===== config.mk =====
export PLATFORM = sky130hd
export DESIGN_NAME = dvf_ctrl
export DESIGN_NICKNAME = d
export VERILOG_FILES = /design/src/rtl/core/dvf_pkg.sv /design/src/rtl/core/dvf_ctrl.sv
export SDC_FILE = /design/constraint.sdc
export NUM_CORES = 1
export LEC_CHECK = 0
export BUFFER_PORTS_ARGS = -buffer_cell sky130_fd_sc_hd__buf_4
export CAP_MARGIN = 20
export CORE_MARGIN = 2
export CORE_UTILIZATION = 48
export CTS_BUF_LIST = sky130_fd_sc_hd__clkbuf_8
export CTS_CLUSTER_DIAMETER = 30
export DETAILED_ROUTE_END_ITERATION = 8
export GPL_TIMING_DRIVEN = 0
export PLACE_DENSITY = 0.91
export RECOVER_POWER = 25
export SLEW_MARGIN = 20
export SYNTH_ARGS = -nofsm -noshare
export SYNTH_HDL_FRONTEND = slang
export SYNTH_SLANG_ARGS = --single-unit

===== constraint.sdc =====
create_clock -name aclk -period 3.65 [get_ports aclk]
set_clock_uncertainty 0.1 [all_clocks]
set_input_delay 0.365 -clock aclk [delete_from_list [all_inputs] [get_ports aclk]]
set_output_delay 0.365 -clock aclk [all_outputs]
set_load 0.02 [all_outputs]

===== src/rtl/core/dvf_pkg.sv =====
// ============================================================================
// dvf_pkg
// Shared types and constants for the distinct value filter.
// ============================================================================
package dvf_pkg;

    localparam int unsigned VALUE_W         = 32;
    localparam int unsigned SLOT_W          = 7;
    localparam int unsigned TABLE_DEPTH_DEF = 128;

    // Search token that walks the cell chain
    typedef struct packed {
        logic               vld;
        logic [VALUE_W-1:0] value;
        logic               hit;     // value found in an earlier cell
        logic               stored;  // value written into a free cell
    } probe_t;

    typedef enum logic [1:0] {
        ST_IDLE,
        ST_SCAN,
        ST_DONE
    } dvf_state_t;

endpackage


===== src/rtl/core/dvf_ctrl.sv =====
// ============================================================================
// dvf_ctrl
// Sequencer: launches one token per transaction, keeps the fill count and
// holds the result in the output register.
// ============================================================================
module dvf_ctrl #(
    parameter int unsigned DEPTH = dvf_pkg::TABLE_DEPTH_DEF
) (
    input  logic                                   aclk,
    input  logic                                   aresetn,
    input  logic                                   s_tvalid,
    output logic                                   s_tready,
    input  logic [dvf_pkg::VALUE_W-1:0]            s_tdata,
    input  logic                                   s_tlast,
    output logic                                   m_tvalid,
    input  logic                                   m_tready,
    output logic [dvf_pkg::VALUE_W+7:0]            m_tdata,
    output logic                                   m_tuser,
    output dvf_pkg::probe_t                        head_o,
    input  dvf_pkg::probe_t                        tail_i,
    output logic [$clog2(DEPTH+1)-1:0]             count_o
);
    import dvf_pkg::*;

    localparam int unsigned CNT_W = $clog2(DEPTH + 1);
    localparam int unsigned PAD_W = VALUE_W + 8 - VALUE_W - SLOT_W;

    dvf_state_t         state_reg, state_next;
    logic [CNT_W-1:0]   count_reg, count_next;
    logic               last_reg;
    logic               res_hit_reg;
    logic [VALUE_W-1:0] res_value_reg;
    logic [SLOT_W-1:0]  res_slot_reg;
    logic               res_drop_reg;
    logic               out_vld_reg;
    logic [VALUE_W-1:0] out_value_reg;
    logic [SLOT_W-1:0]  out_slot_reg;
    logic               out_drop_reg;
    logic               accept;
    logic               tail_seen;
    logic               load_out;

    // Next state
    always_comb begin
        state_next = state_reg;
        case (state_reg)
            ST_IDLE: begin
                if (s_tvalid) state_next = ST_SCAN;
            end
            ST_SCAN: begin
                if (tail_i.vld) state_next = ST_DONE;
            end
            ST_DONE: begin
                if (res_hit_reg || !out_vld_reg || m_tready) state_next = ST_IDLE;
            end
            default: state_next = ST_IDLE;
        endcase
    end

    // Outputs of the sequencer
    always_comb begin
        s_tready  = 1'b0;
        tail_seen = 1'b0;
        load_out  = 1'b0;
        case (state_reg)
            ST_IDLE: s_tready  = 1'b1;
            ST_SCAN: tail_seen = tail_i.vld;
            ST_DONE: load_out  = !res_hit_reg && (!out_vld_reg || m_tready);
            default: s_tready  = 1'b0;
        endcase
    end

    assign accept = s_tvalid && s_tready;

    always_comb begin
        head_o.vld    = accept;
        head_o.value  = s_tdata;
        head_o.hit    = 1'b0;
        head_o.stored = 1'b0;
    end

    // Fill count changes only once the token has left the chain
    always_comb begin
        count_next = count_reg;
        if (tail_seen) begin
            if (last_reg) begin
                count_next = '0;
            end else if (tail_i.stored) begin
                count_next = count_reg + CNT_W'(1);
            end
        end
    end

    always_ff @(posedge aclk) begin
        if (!aresetn) begin
            state_reg   <= ST_IDLE;
            count_reg   <= '0;
            out_vld_reg <= 1'b0;
        end else begin
            state_reg <= state_next;
            count_reg <= count_next;
            if (load_out) begin
                out_vld_reg <= 1'b1;
            end else if (m_tready) begin
                out_vld_reg <= 1'b0;
            end
        end
    end

    always_ff @(posedge aclk) begin
        if (accept) begin
            last_reg <= s_tlast;
        end
        if (tail_seen) begin
            res_hit_reg   <= tail_i.hit;
            res_value_reg <= tail_i.value;
            res_slot_reg  <= tail_i.stored ? SLOT_W'(count_reg) : '0;
            res_drop_reg  <= !tail_i.stored;
        end
        if (load_out) begin
            out_value_reg <= res_value_reg;
            out_slot_reg  <= res_slot_reg;
            out_drop_reg  <= res_drop_reg;
        end
    end

    assign count_o  = count_reg;
    assign m_tvalid = out_vld_reg;
    assign m_tdata  = {PAD_W'(0), out_slot_reg, out_value_reg};
    assign m_tuser  = out_drop_reg;

endmodule


==> flow_metrics.tcl <==
set metrics [dict create \
    port-buffer-count 122 \
    drive_gt1_share_pct 54.5 \
    grt_pass1_wl_um 9010 \
    ys_seq_area_share_pct 80.3 \
    io_pins 158 \
    viasPerCell 4.81 \
    yosys_warnings 0 \
    yosysUniqueCellTypes 32 \
    drc 0 \
    hpwlAfterDp_um 4480 \
    antenna_found_initial 0 \
    fmax_mhz 502 \
    hold_path_class "in -> reg" \
    final_nets 398 \
    clk_path_buf_depth 2 \
    gr-total-overflow 0 \
    die_y_um 87.4 \
    report.final.slew_viol_count 0 \
    period_share_pct 54.6 \
    n_antenna_cell 0 \
    cp_cell_sequence "nand3b_2, buf_6, inv_2, nand4b_1, a21boi_1" \
    r2r-start "state_reg[1]" \
    crit_required_ns 3.83 \
    cts_root_buf "clkbuf_8" \
    cts_buffers 9 \
    wl_um 6100 \
    die_x_um 87.4 \
    cts_tree "built" \
    num_rows 30 \
    cp-startpoint "state_reg[1]" \
    finalWorstSetupSlack_ns 1.66 \
    design.core.area_um2 6760 \
    clk_latency_ns 0.35 \
    max_stage_delay_ns 0.67 \
    crit_type "reg -> reg" \
    die-area_um2 7650 \
    min-delay-start "tail_i[24]" \
    slew_headroom_pct 36.6 \
    stdcell_area_um2 4580 \
    ir_drop_mv 0.193 \
    antenna_left 0 \
    start_kind "register" \
    tightest_slew_ns 0.950 \
    rsz0062_at_grt "false" \
    hold_viol 0 \
    slowest_stage "inv_2" \
    placed_area_um2 4400 \
    timing.hold.ws_ns 0.103 \
    setup_viol 0 \
    cts.repair.resized 0 \
    routabilityCongestion 0.691 \
    wl_per_cell_um 14.9 \
    synth_cells 189 \
    cts.reportedPaths.clkPinSlew_ns 0.10 \
    grt_max_degree 46 \
    cp.arrival_ns 2.17 \
    crit_fanout 45 \
    htreeDepth 3 \
    cts_setup_buffers 0 \
    powerDensity_nw_per_um2 430 \
    dpl_worst_slack_ns 1.66 \
    grt_pass1_vias 1965 \
    syn_to_final_growth_pct 37.0 \
    fin_crit_ns 1.99 \
    syn_avg_cell_area_um2 17.7 \
    start_util_pct 49.5 \
    drtPass1Iterations 4 \
    drtIter0Drc 70 \
    hold_buffers 0 \
    synth_area_um2 3340 \
    outcome "finished clean" \
    cts.sinks 93 \
    ys_ff_latch 93 \
    cap_violations 0 \
    grt_use_total_pct 15.7 \
    p_leak_nw 1.83 \
    vias 1973 \
    end_kind "register" \
    power_w 0.00197 \
]
## final timing paths
| path | depth (start not counted) | end | slack, ns |
|---|---|---|---|
| setup / recovery | 5 | count_o[2] | 1.66 |
| hold reg to reg | 0 | out_slot_reg[3] | 0.32 |
| hold / removal | 1 | res_value_reg[22] | 0.10 |
| setup reg to reg | 5 | count_o[2] | 1.66 |
## stage by stage
step,utilization (%),setup TNS (ns),std cells
after floorplan,-,0,191
after global placement,64.6,-4.34,393
after detailed placement,65.1,0,394
after CTS,67.8,0,410
after global routing,67.8,0,410
final,67.8,0,410
## kinds of logic (layout without fill, tap and decap cells)
| group | count (synthesis) | after routing | synth area share, % |
|---|---|---|---|
| muxes | 1 | 1 | 0.300 |
| AOI/OAI and AO/OA | 23 | 23 | 4.53 |
| DFF | 93 | 93 | 80.3 |
| buffers and inverters | 43 | 182 | 9.10 |
| and+or+nand+nor | 27 | 27 | 5.32 |
| other | 1 | 3 | 0.112 |
| adders and majority gates | 1 | 1 | 0.374 |
## cell usage after synthesis, drive strengths merged
| cell type | n | area share (%) |
|---|---|---|
| mux2i | 1 | 0.30 |
| nand2 | 1 | 0.11 |
| o21ai | 5 | 0.75 |
| and2 | 7 | 1.3 |
| a21boi | 3 | 0.67 |
| clkbuf | 1 | 0.11 |
| ha | 1 | 0.37 |
| dfxtp | 11 | 6.6 |
| conb | 1 | 0.11 |
| nand3 | 1 | 0.15 |
| nor2b | 3 | 0.56 |
| inv | 5 | 0.56 |
| nand4 | 1 | 0.19 |
| and2b | 1 | 0.30 |
| o211ai | 1 | 0.22 |
| buf | 37 | 8.4 |
| or3 | 1 | 0.19 |
| or4 | 4 | 0.90 |
| o31ai | 4 | 0.90 |
| o2111ai | 2 | 0.71 |
| o21a | 1 | 0.22 |
| edfxtp | 82 | 74 |
| nand4b | 1 | 0.26 |
| nor3b | 2 | 0.45 |
| nand3b | 2 | 0.56 |
| a21oi | 7 | 1.0 |
| nor2 | 3 | 0.34 |
## where the power goes
part           internal, W  switching [W]
combinational    0.0000853      0.0000752
clock             0.000257       0.000367
sequential         0.00118     0.00000740
total              0.00152       0.000450
## cell usage in the layout (no fill, tap or decap), types with 2 or more instances in the layout
master      n
o31ai_1     4
clkinv_4    2
nor2_1      3
nor3b_1     2
clkbuf_4   33
conb_1      3
clkbuf_8    9
dfxtp_1    11
a21boi_1    3
or4_1       4
inv_6       2
clkbuf_1    2
o21ai_0     4
buf_4     124
a21oi_1     7
nor2b_1     2
inv_2       2
and2_1      7
edfxtp_1   82
inv_1       3
## critical path, delay by kind of cell, from the launching register on
kind	cells	cell delay [ns]
simple gates	2	0.45
buf+inv	2	0.85
compound gates	1	0.18
flops	1	0.34
## area by class of cell
type	instances	area (µm²)
Buffer	38	285
Clock buffer	9	124
Clock inverter	7	57.6
Fill cell	483	2180
Inverter	5	18.8
Multi-Input combinational cell	55	370
Sequential cell	93	2680
Tap cell	80	100
Timing Repair Buffer	123	940
## routing by layer
metal | vias up | global-route usage, % | routed length (µm)
met5 | - | 0 | 0
met4 | 0 | 6.29 | 116
met3 | 10 | 4.27 | 547
met2 | 108 | 27.3 | 3160
met1 | 921 | 18.3 | 2280
li1 | 934 | - | -
Note: power is estimated with default switching activity, not from simulation.
