File: config.mk
export PLATFORM = sky130hd
export DESIGN_NAME = dvf_cell
export DESIGN_NICKNAME = d
export VERILOG_FILES = /design/src/rtl/core/dvf_pkg.sv /design/src/rtl/core/dvf_cell.sv
export SDC_FILE = /design/constraint.sdc
export NUM_CORES = 1
export LEC_CHECK = 0
export ABC_AREA = 1
export BUFFER_PORTS_ARGS = -buffer_cell sky130_fd_sc_hd__buf_2
export CORE_ASPECT_RATIO = 1.4
export CORE_MARGIN = 2
export CORE_UTILIZATION = 52
export DETAILED_ROUTE_END_ITERATION = 8
export MAX_ROUTING_LAYER = met4
export PLACE_DENSITY = 0.84
export SETUP_SLACK_MARGIN = 0.02
export SLEW_MARGIN = 0
export SYNTH_ARGS = -nofsm -noshare
export SYNTH_HDL_FRONTEND = slang
export SYNTH_SLANG_ARGS = --single-unit
File: constraint.sdc
create_clock -name aclk -period 8.5 [get_ports aclk]
set_input_delay 1.7 -clock aclk [delete_from_list [all_inputs] [get_ports aclk]]
set_output_delay 1.7 -clock aclk [all_outputs]
set_load 0.1 [all_outputs]
File: src/rtl/core/dvf_pkg.sv
// ============================================================================
// dvf_pkg
// Shared types and constants for the distinct value filter.
// ============================================================================
package dvf_pkg;

    localparam int unsigned VALUE_W         = 32;
    localparam int unsigned SLOT_W          = 7;
    localparam int unsigned TABLE_DEPTH_DEF = 128;

    // Search token that walks the cell chain
    typedef struct packed {
        logic               vld;
        logic [VALUE_W-1:0] value;
        logic               hit;     // value found in an earlier cell
        logic               stored;  // value written into a free cell
    } probe_t;

    typedef enum logic [1:0] {
        ST_IDLE,
        ST_SCAN,
        ST_DONE
    } dvf_state_t;

endpackage

File: src/rtl/core/dvf_cell.sv
// ============================================================================
// dvf_cell
// One table entry of the chain: compares the passing token, stores it when
// the token reaches the first free entry without a hit.
// ============================================================================
module dvf_cell #(
    parameter int unsigned DEPTH    = dvf_pkg::TABLE_DEPTH_DEF,
    parameter int unsigned CELL_IDX = 0
) (
    input  logic                              aclk,
    input  logic                              aresetn,
    input  dvf_pkg::probe_t                   probe_i,
    input  logic [$clog2(DEPTH+1)-1:0]        count_i,
    output dvf_pkg::probe_t                   probe_o
);
    import dvf_pkg::*;

    localparam int unsigned CNT_W = $clog2(DEPTH + 1);

    logic [VALUE_W-1:0] entry_reg;
    probe_t             probe_reg;
    probe_t             probe_next;
    logic               live;
    logic               at_free;
    logic               match;
    logic               wr;

    assign live    = count_i > CNT_W'(CELL_IDX);
    assign at_free = count_i == CNT_W'(CELL_IDX);
    assign match   = probe_i.vld && live && (entry_reg == probe_i.value);
    // Entries past the fill point never match, so the hit flag is final here
    assign wr      = probe_i.vld && at_free && !probe_i.hit;

    always_comb begin
        probe_next        = probe_i;
        probe_next.hit    = probe_i.hit | match;
        probe_next.stored = probe_i.stored | wr;
    end

    always_ff @(posedge aclk) begin
        if (wr) begin
            entry_reg <= probe_i.value;
        end
    end

    // Only the valid bit needs a reset
    always_ff @(posedge aclk) begin
        if (!aresetn) begin
            probe_reg.vld <= 1'b0;
        end else begin
            probe_reg.vld <= probe_next.vld;
        end
        probe_reg.value  <= probe_next.value;
        probe_reg.hit    <= probe_next.hit;
        probe_reg.stored <= probe_next.stored;
    end

    assign probe_o = probe_reg;

endmodule

==> flow_summary_export.csv, run 1 <==
group,metric,value,unit
cts,cts_tree,"built",
cts,cts_hold_buf,0,
sta,period_minus_slack,2770,ps
worst_setup_path,crit_buf_inv,1,
worst_setup_path,critPathRequiredTime,6800,ps
grt,grt_pass1_wl,6490,um
sta,period_share,32.6,%
cts,h-tree-depth,3,
routing,dr.pass1.iters,4,
logic_synthesis,synthesis.nets,250,
sta,final.setup.worst_slack,5730,ps
worst_setup_path,cp_cell_sequence,"buf_2",
worst_setup_path,worst_path_largest_cell_delay,420,ps
flow_run,drv_cap,0,
finish,drive_above_1_share,33.6,%
min_path,hold_class,"register to register",
routing,ant_nets,0,
sta,maxSlewHeadroom,67.4,%
routing,routed-via-count,1593,
sta,worst_pin_slew,493,ps
logic_synthesis,synthCells,205,
sta,hold_ws,722,ps
cts,cts_resized,0,
finish,fin_nets,341,
cts,clkSlewWorstSetupHoldPaths,70,ps
cts,numCtsBuffers,9,
routing,avgViaCountPerCell,4.41,
worst_setup_path,startpoint,"probe_o[4]$_DFF_P_",
routing,drt-initial-drc-count,44,
place,place_area,0.00278,mm^2
logic_synthesis,ys_ff_latch,67,
floorplan,die_w,60.1,um
cts,clk_latency,330,ps
finish,register_area,0.00166,mm^2
power,ir_worst_vdd,155,uV
grt,use_met1,20.1,%
grt,grt_util_met2,30.9,%
cts,clockBufferDepth,2,
place,dpl.hpwl,2890,um
sta,setup_viol,0,
place,gp_congestion,0.701,
grt,met3_usage,2.96,%
status,status,"completed",
floorplan,die_h,82.6,um
worst_setup_path,worstSetupStartpointType,"register",
min_path,hold_start,"entry_reg[10]$_DFFE_PP_",
sta,fin_skew,6.10,ps
worst_setup_path,r2r-start,"entry_reg[11]$_DFFE_PP_",
finish,antenna_cells,0,
cts,cts_setup_buffers,0,
floorplan,core,0.00424,mm^2
power,leakage,1.40,nW
place,dp_slack,5500,ps
logic_synthesis,syn_avg_cell_area,11.2,um^2
routing,wl_per_cell,10.8,um
worst_setup_path,slowest_stage,"buf_2",
finish,fillers,343,
finish,post-route-util,70.1,%
logic_synthesis,synth_cell_types,14,
worst_setup_path,cp-end-kind,"output port",
cts,cts.sinks,67,
cts,clockRootBuffer,"clkbuf_8",
sta,rsz0062_at_grt,"no",
sta,drv_slew,0,
grt,grt_start_max_net_pins,34,
sta,hold_viol,0,
routing,remaining_drc_errors,0,
finish,design_area,0.00297,mm^2
sta,fin_setup_tns,0,ps
grt,busiest_layer,"met2",
grt,grt_antenna_before_repair,0,
worst_setup_path,worstSetupPathType,"register to output port",
worst_setup_path,arrival,1070,ps
floorplan,start_util,54.1,%
worst_setup_path,crit_family,"buffers and inverters",
routing,routed_wl,3910,um
floorplan,pin_count,80,
grt,grt_pass1_vias,1548,
logic_synthesis,yosys_warnings,0,
sta,timing.fmax,361,MHz
logic_synthesis,ys_seq_area_share,72.4,%
logic_synthesis,syn_area,0.00229,mm^2
grt,grtUsageTotal,18.8,%
floorplan,rows,28,
finish,largest_reg_flops,35,
finish,multi_input_area,503,um^2
finish,area_delta_synth_final,29.4,%
floorplan,dieArea,0.00497,mm^2
worst_setup_path,regToRegSetupSlack,7380,ps
place,port-buffer-count,79,
worst_setup_path,crit_fanout,1,
grt,overflow,0,
power,cellPowerDensity,232,mW/mm^2
[Yosys cell counts, drive strengths merged]
cell type / n / area (um^2)
nor2: 19 / 78.8
nor4: 1 / 12.5
nand4: 5 / 31.3
or2: 5 / 31.3
nand2: 55 / 206
dfxtp: 35 / 701
xnor2: 13 / 114
edfxtp: 32 / 961
inv: 37 / 139
nand3: 3 / 20.0
[routing by layer]
metal	share of wire (%)	routed length (um)
met5	0	0
met4	3.2	125
met3	5.4	210
met2	53	2060
met1	39	1510
[logic make-up (layout without fill, tap and decap cells)]
family | count (synthesis) | count (layout) | synth area share [%]
xor+xnor | 13 | 13 | 4.96
buf+inv | 37 | 133 | 6.05
simple gates | 88 | 88 | 16.6
flops | 67 | 67 | 72.4
[metrics by stage]
stage / power [mW] / instances
2_1_floorplan: 0.431 / 205
3_3_place_gp: 0.455 / 345
3_5_place_dp: 0.457 / 345
4_1_cts: 0.697 / 361
5_1_grt: 0.714 / 361
6_report: 0.689 / 361
[final timing paths]
kind / end / cells past startpoint
setup / recovery: probe_o[4] / 1
hold / removal: probe_o[1]$_DFF_P_ / 7
setup reg to reg: probe_o[1]$_DFF_P_ / 7
hold reg to reg: probe_o[1]$_DFF_P_ / 7
[area by class of cell]
type	count	area share, %
Timing Repair Buffer	80	13.6
Clock buffer	12	5.60
Inverter	37	4.68
Clock inverter	4	0.758
Tap cell	60	2.53
Multi-Input combinational cell	101	16.9
Sequential cell	67	55.9
[cell usage in the layout (no fill, tap or decap), drive strengths merged]
cell type  instances
or2                5
nand4              5
nor2              19
nand3              3
clkinv             3
nor4               1
inv               37
dfxtp             35
buf               80
edfxtp            32
clkbuf            12
xnor2             13
clkinvlp           1
nand2             55
[report_power, final]
part           total, mW  internal (mW)  switching, mW
registers          0.348          0.346        0.00181
logic              0.101         0.0188         0.0820
clock network      0.240          0.130          0.109
Note: power is estimated with default switching activity, not from simulation.
==> run 2: changes to the inputs <==
--- a/config.mk
+++ b/config.mk
@@ -9,10 +9,10 @@
 export BUFFER_PORTS_ARGS = -buffer_cell sky130_fd_sc_hd__buf_2
 export CORE_ASPECT_RATIO = 1.4
 export CORE_MARGIN = 2
-export CORE_UTILIZATION = 52
+export CORE_UTILIZATION = 49
 export DETAILED_ROUTE_END_ITERATION = 8
 export MAX_ROUTING_LAYER = met4
-export PLACE_DENSITY = 0.84
+export PLACE_DENSITY = 0.8
 export SETUP_SLACK_MARGIN = 0.02
 export SLEW_MARGIN = 0
 export SYNTH_ARGS = -nofsm -noshare
==> constraint.sdc (replaced) <==
create_clock -name aclk -period 2.8 [get_ports aclk]
set_input_delay 0.56 -clock aclk [delete_from_list [all_inputs] [get_ports aclk]]
set_output_delay 0.56 -clock aclk [all_outputs]
set_load 0.1 [all_outputs]
==> run 2 against run 1 <==
  * Register-to-register slack worse by 5700 ps
  * Largest cell class unchanged
  * Hold slack got worse by 350 ps
  * Final cell count increased by 0.55%
  * Combinational power grew to 3.0 times the previous value
  * Critical path type unchanged
  * Cell area increased by 1.0%
  * Largest power group unchanged
  * Highest routed layer unchanged
  * Critical endpoint is now probe_o[27]
  * Die area increased by 5.8%
==> flow_summary_export.csv, run 2 (synthesis results as in run 1) <==
group,metric,value,unit
cts,clk_latency,320,ps
place,dp.cells,347,
finish,drive_above_1_share,33.2,%
grt,grt_start_max_net_pins,34,
finish,largest_reg_flops,35,
finish,fin_nets,341,
sta,drv_slew,0,
sta,period_minus_slack,1630,ps
power,cellPowerDensity,731,mW/mm^2
floorplan,start_util,50.6,%
worst_setup_path,startpoint,"probe_o[27]$_DFF_P_",
sta,maxSlewHeadroom,67.3,%
sta,timing.fmax,615,MHz
worst_setup_path,crit_buf_inv,1,
worst_setup_path,regToRegSetupSlack,1690,ps
sta,period_share,58.1,%
worst_setup_path,crit_fanout,1,
finish,final_cell_mix,"79 x buf_2, 55 x nand2_1, 37 x inv_1",
sta,setup_viol,0,
cts,cts_setup_buffers,0,
routing,wl_per_cell,10.7,um
finish,design_area,0.00300,mm^2
status,status,"completed",
cts,clockBufferDepth,2,
cts,cts_resized,0,
cts,cts_tree,"built",
cts,h-tree-depth,3,
place,dpl.hpwl,2970,um
finish,area_delta_synth_final,30.8,%
cts,clkSlewWorstSetupHoldPaths,60,ps
place,gp_congestion,0.704,
place,place_area,0.00278,mm^2
floorplan,rows,29,
floorplan,die_w,61.8,um
worst_setup_path,critPathRequiredTime,2240,ps
routing,ant_nets,0,
finish,final_cells,363,
routing,routed-via-count,1573,
flow_run,drv_cap,0,
floorplan,pin_count,80,
finish,antenna_cells,0,
worst_setup_path,worst-path-stages,1,
sta,rsz0062_at_grt,"no",
power,ir_worst_vdd,437,uV
finish,fillers,368,
routing,drt-initial-drc-count,52,
place,port-buffer-count,79,
sta,hold_viol,0,
cts,cts_hold_buf,0,
floorplan,die_h,85.0,um
floorplan,dieArea,0.00525,mm^2
worst_setup_path,worst_path_largest_cell_delay,420,ps
grt,grtUsageTotal,17.0,%
sta,fin_setup_tns,0,ps
routing,remaining_drc_errors,0,
finish,final_common_cell,"buf_2",
worst_setup_path,cp_cell_sequence,"buf_2",
finish,register_area,0.00166,mm^2
worst_setup_path,reg2reg_to,"probe_o[1]$_DFF_P_",
worst_setup_path,timing.critical_path.to,"probe_o[27]",
worst_setup_path,arrival,1070,ps
finish,multi_input_area,503,um^2
worst_setup_path,worstSetupStartpointType,"register",
grt,grt_antenna_before_repair,0,
sta,worst_pin_slew,494,ps
floorplan,core,0.00454,mm^2
worst_setup_path,r2r-start,"entry_reg[11]$_DFFE_PP_",
routing,routed_wl,3880,um
cts,clockRootBuffer,"clkbuf_8",
worst_setup_path,worstSetupPathType,"register to output port",
cts,cts.sinks,67,
worst_setup_path,cp-end-kind,"output port",
grt,grt_pass1_wl,6440,um
routing,dr.pass1.iters,4,
routing,avgViaCountPerCell,4.33,
cts,numCtsBuffers,9,
grt,grt_pass1_vias,1580,
grt,overflow,0,
worst_setup_path,crit_family,"buffers and inverters",
sta,fin_skew,7.81,ps
power,leakage,1.42,nW
min_path,hold_class,"primary input to register",
worst_setup_path,rr_worst_depth,7,
worst_setup_path,slowest_stage,"buf_2",
run 2: changes by cell type in the layout (fill, tap and decap cells not counted), sizes merged:
cell and delta:
clkinv -3, bufinv +1, clkinvlp -1, clkbuf +3
run 2: cell type report:
cell class	instances	area share, %
clock buffer	15	6.21
clock inverter	1	1.00
inverter	37	4.63
multi-input combinational	101	16.8
sequential	67	55.4
tap	62	2.59
timing repair buffer	80	13.4
run 2: report_power, final:
group | switching (mW) | leakage, nW | internal, mW
Combinational | 0.248 | 0.725 | 0.0572
Clock | 0.320 | 0.110 | 0.510
Sequential | 0.00567 | 0.583 | 1.05
run 2: per-layer routing:
layer | up-vias | global-route usage (%) | wire, um
met5 | - | - | 0
met4 | 0 | 6.96 | 55
met3 | 6 | 6.10 | 212
met2 | 46 | 27.6 | 2030
met1 | 710 | 18.5 | 1580
li1 | 811 | - | -
run 2: worst min path at each step:
stage | start | to | slack, ps | cells after the start
floorplan | probe_i[10] | probe_o[10]$_DFF_P_ | 590 | 0
global placement | probe_i[33] | probe_o[33]$_DFF_P_ | 700 | 1
detailed placement | probe_i[33] | probe_o[33]$_DFF_P_ | 700 | 1
CTS | probe_i[13] | probe_o[13]$_DFF_P_ | 360 | 1
global route | probe_i[16] | probe_o[16]$_DFF_P_ | 350 | 1
finish | probe_i[33] | probe_o[33]$_DFF_P_ | 370 | 1
run 2: per-stage QoR:
stage / worst slack, ps / utilization [%] / total power, mW / hold WS (ps)
floorplan: 511 / - / 1.31 / 588
global placement: 970 / 61.4 / 1.38 / 699
detailed placement: 913 / 61.4 / 1.39 / 701
CTS: 1150 / 66.2 / 2.22 / 360
global route: 1130 / 66.2 / 2.27 / 354
finish: 1170 / 66.2 / 2.19 / 368
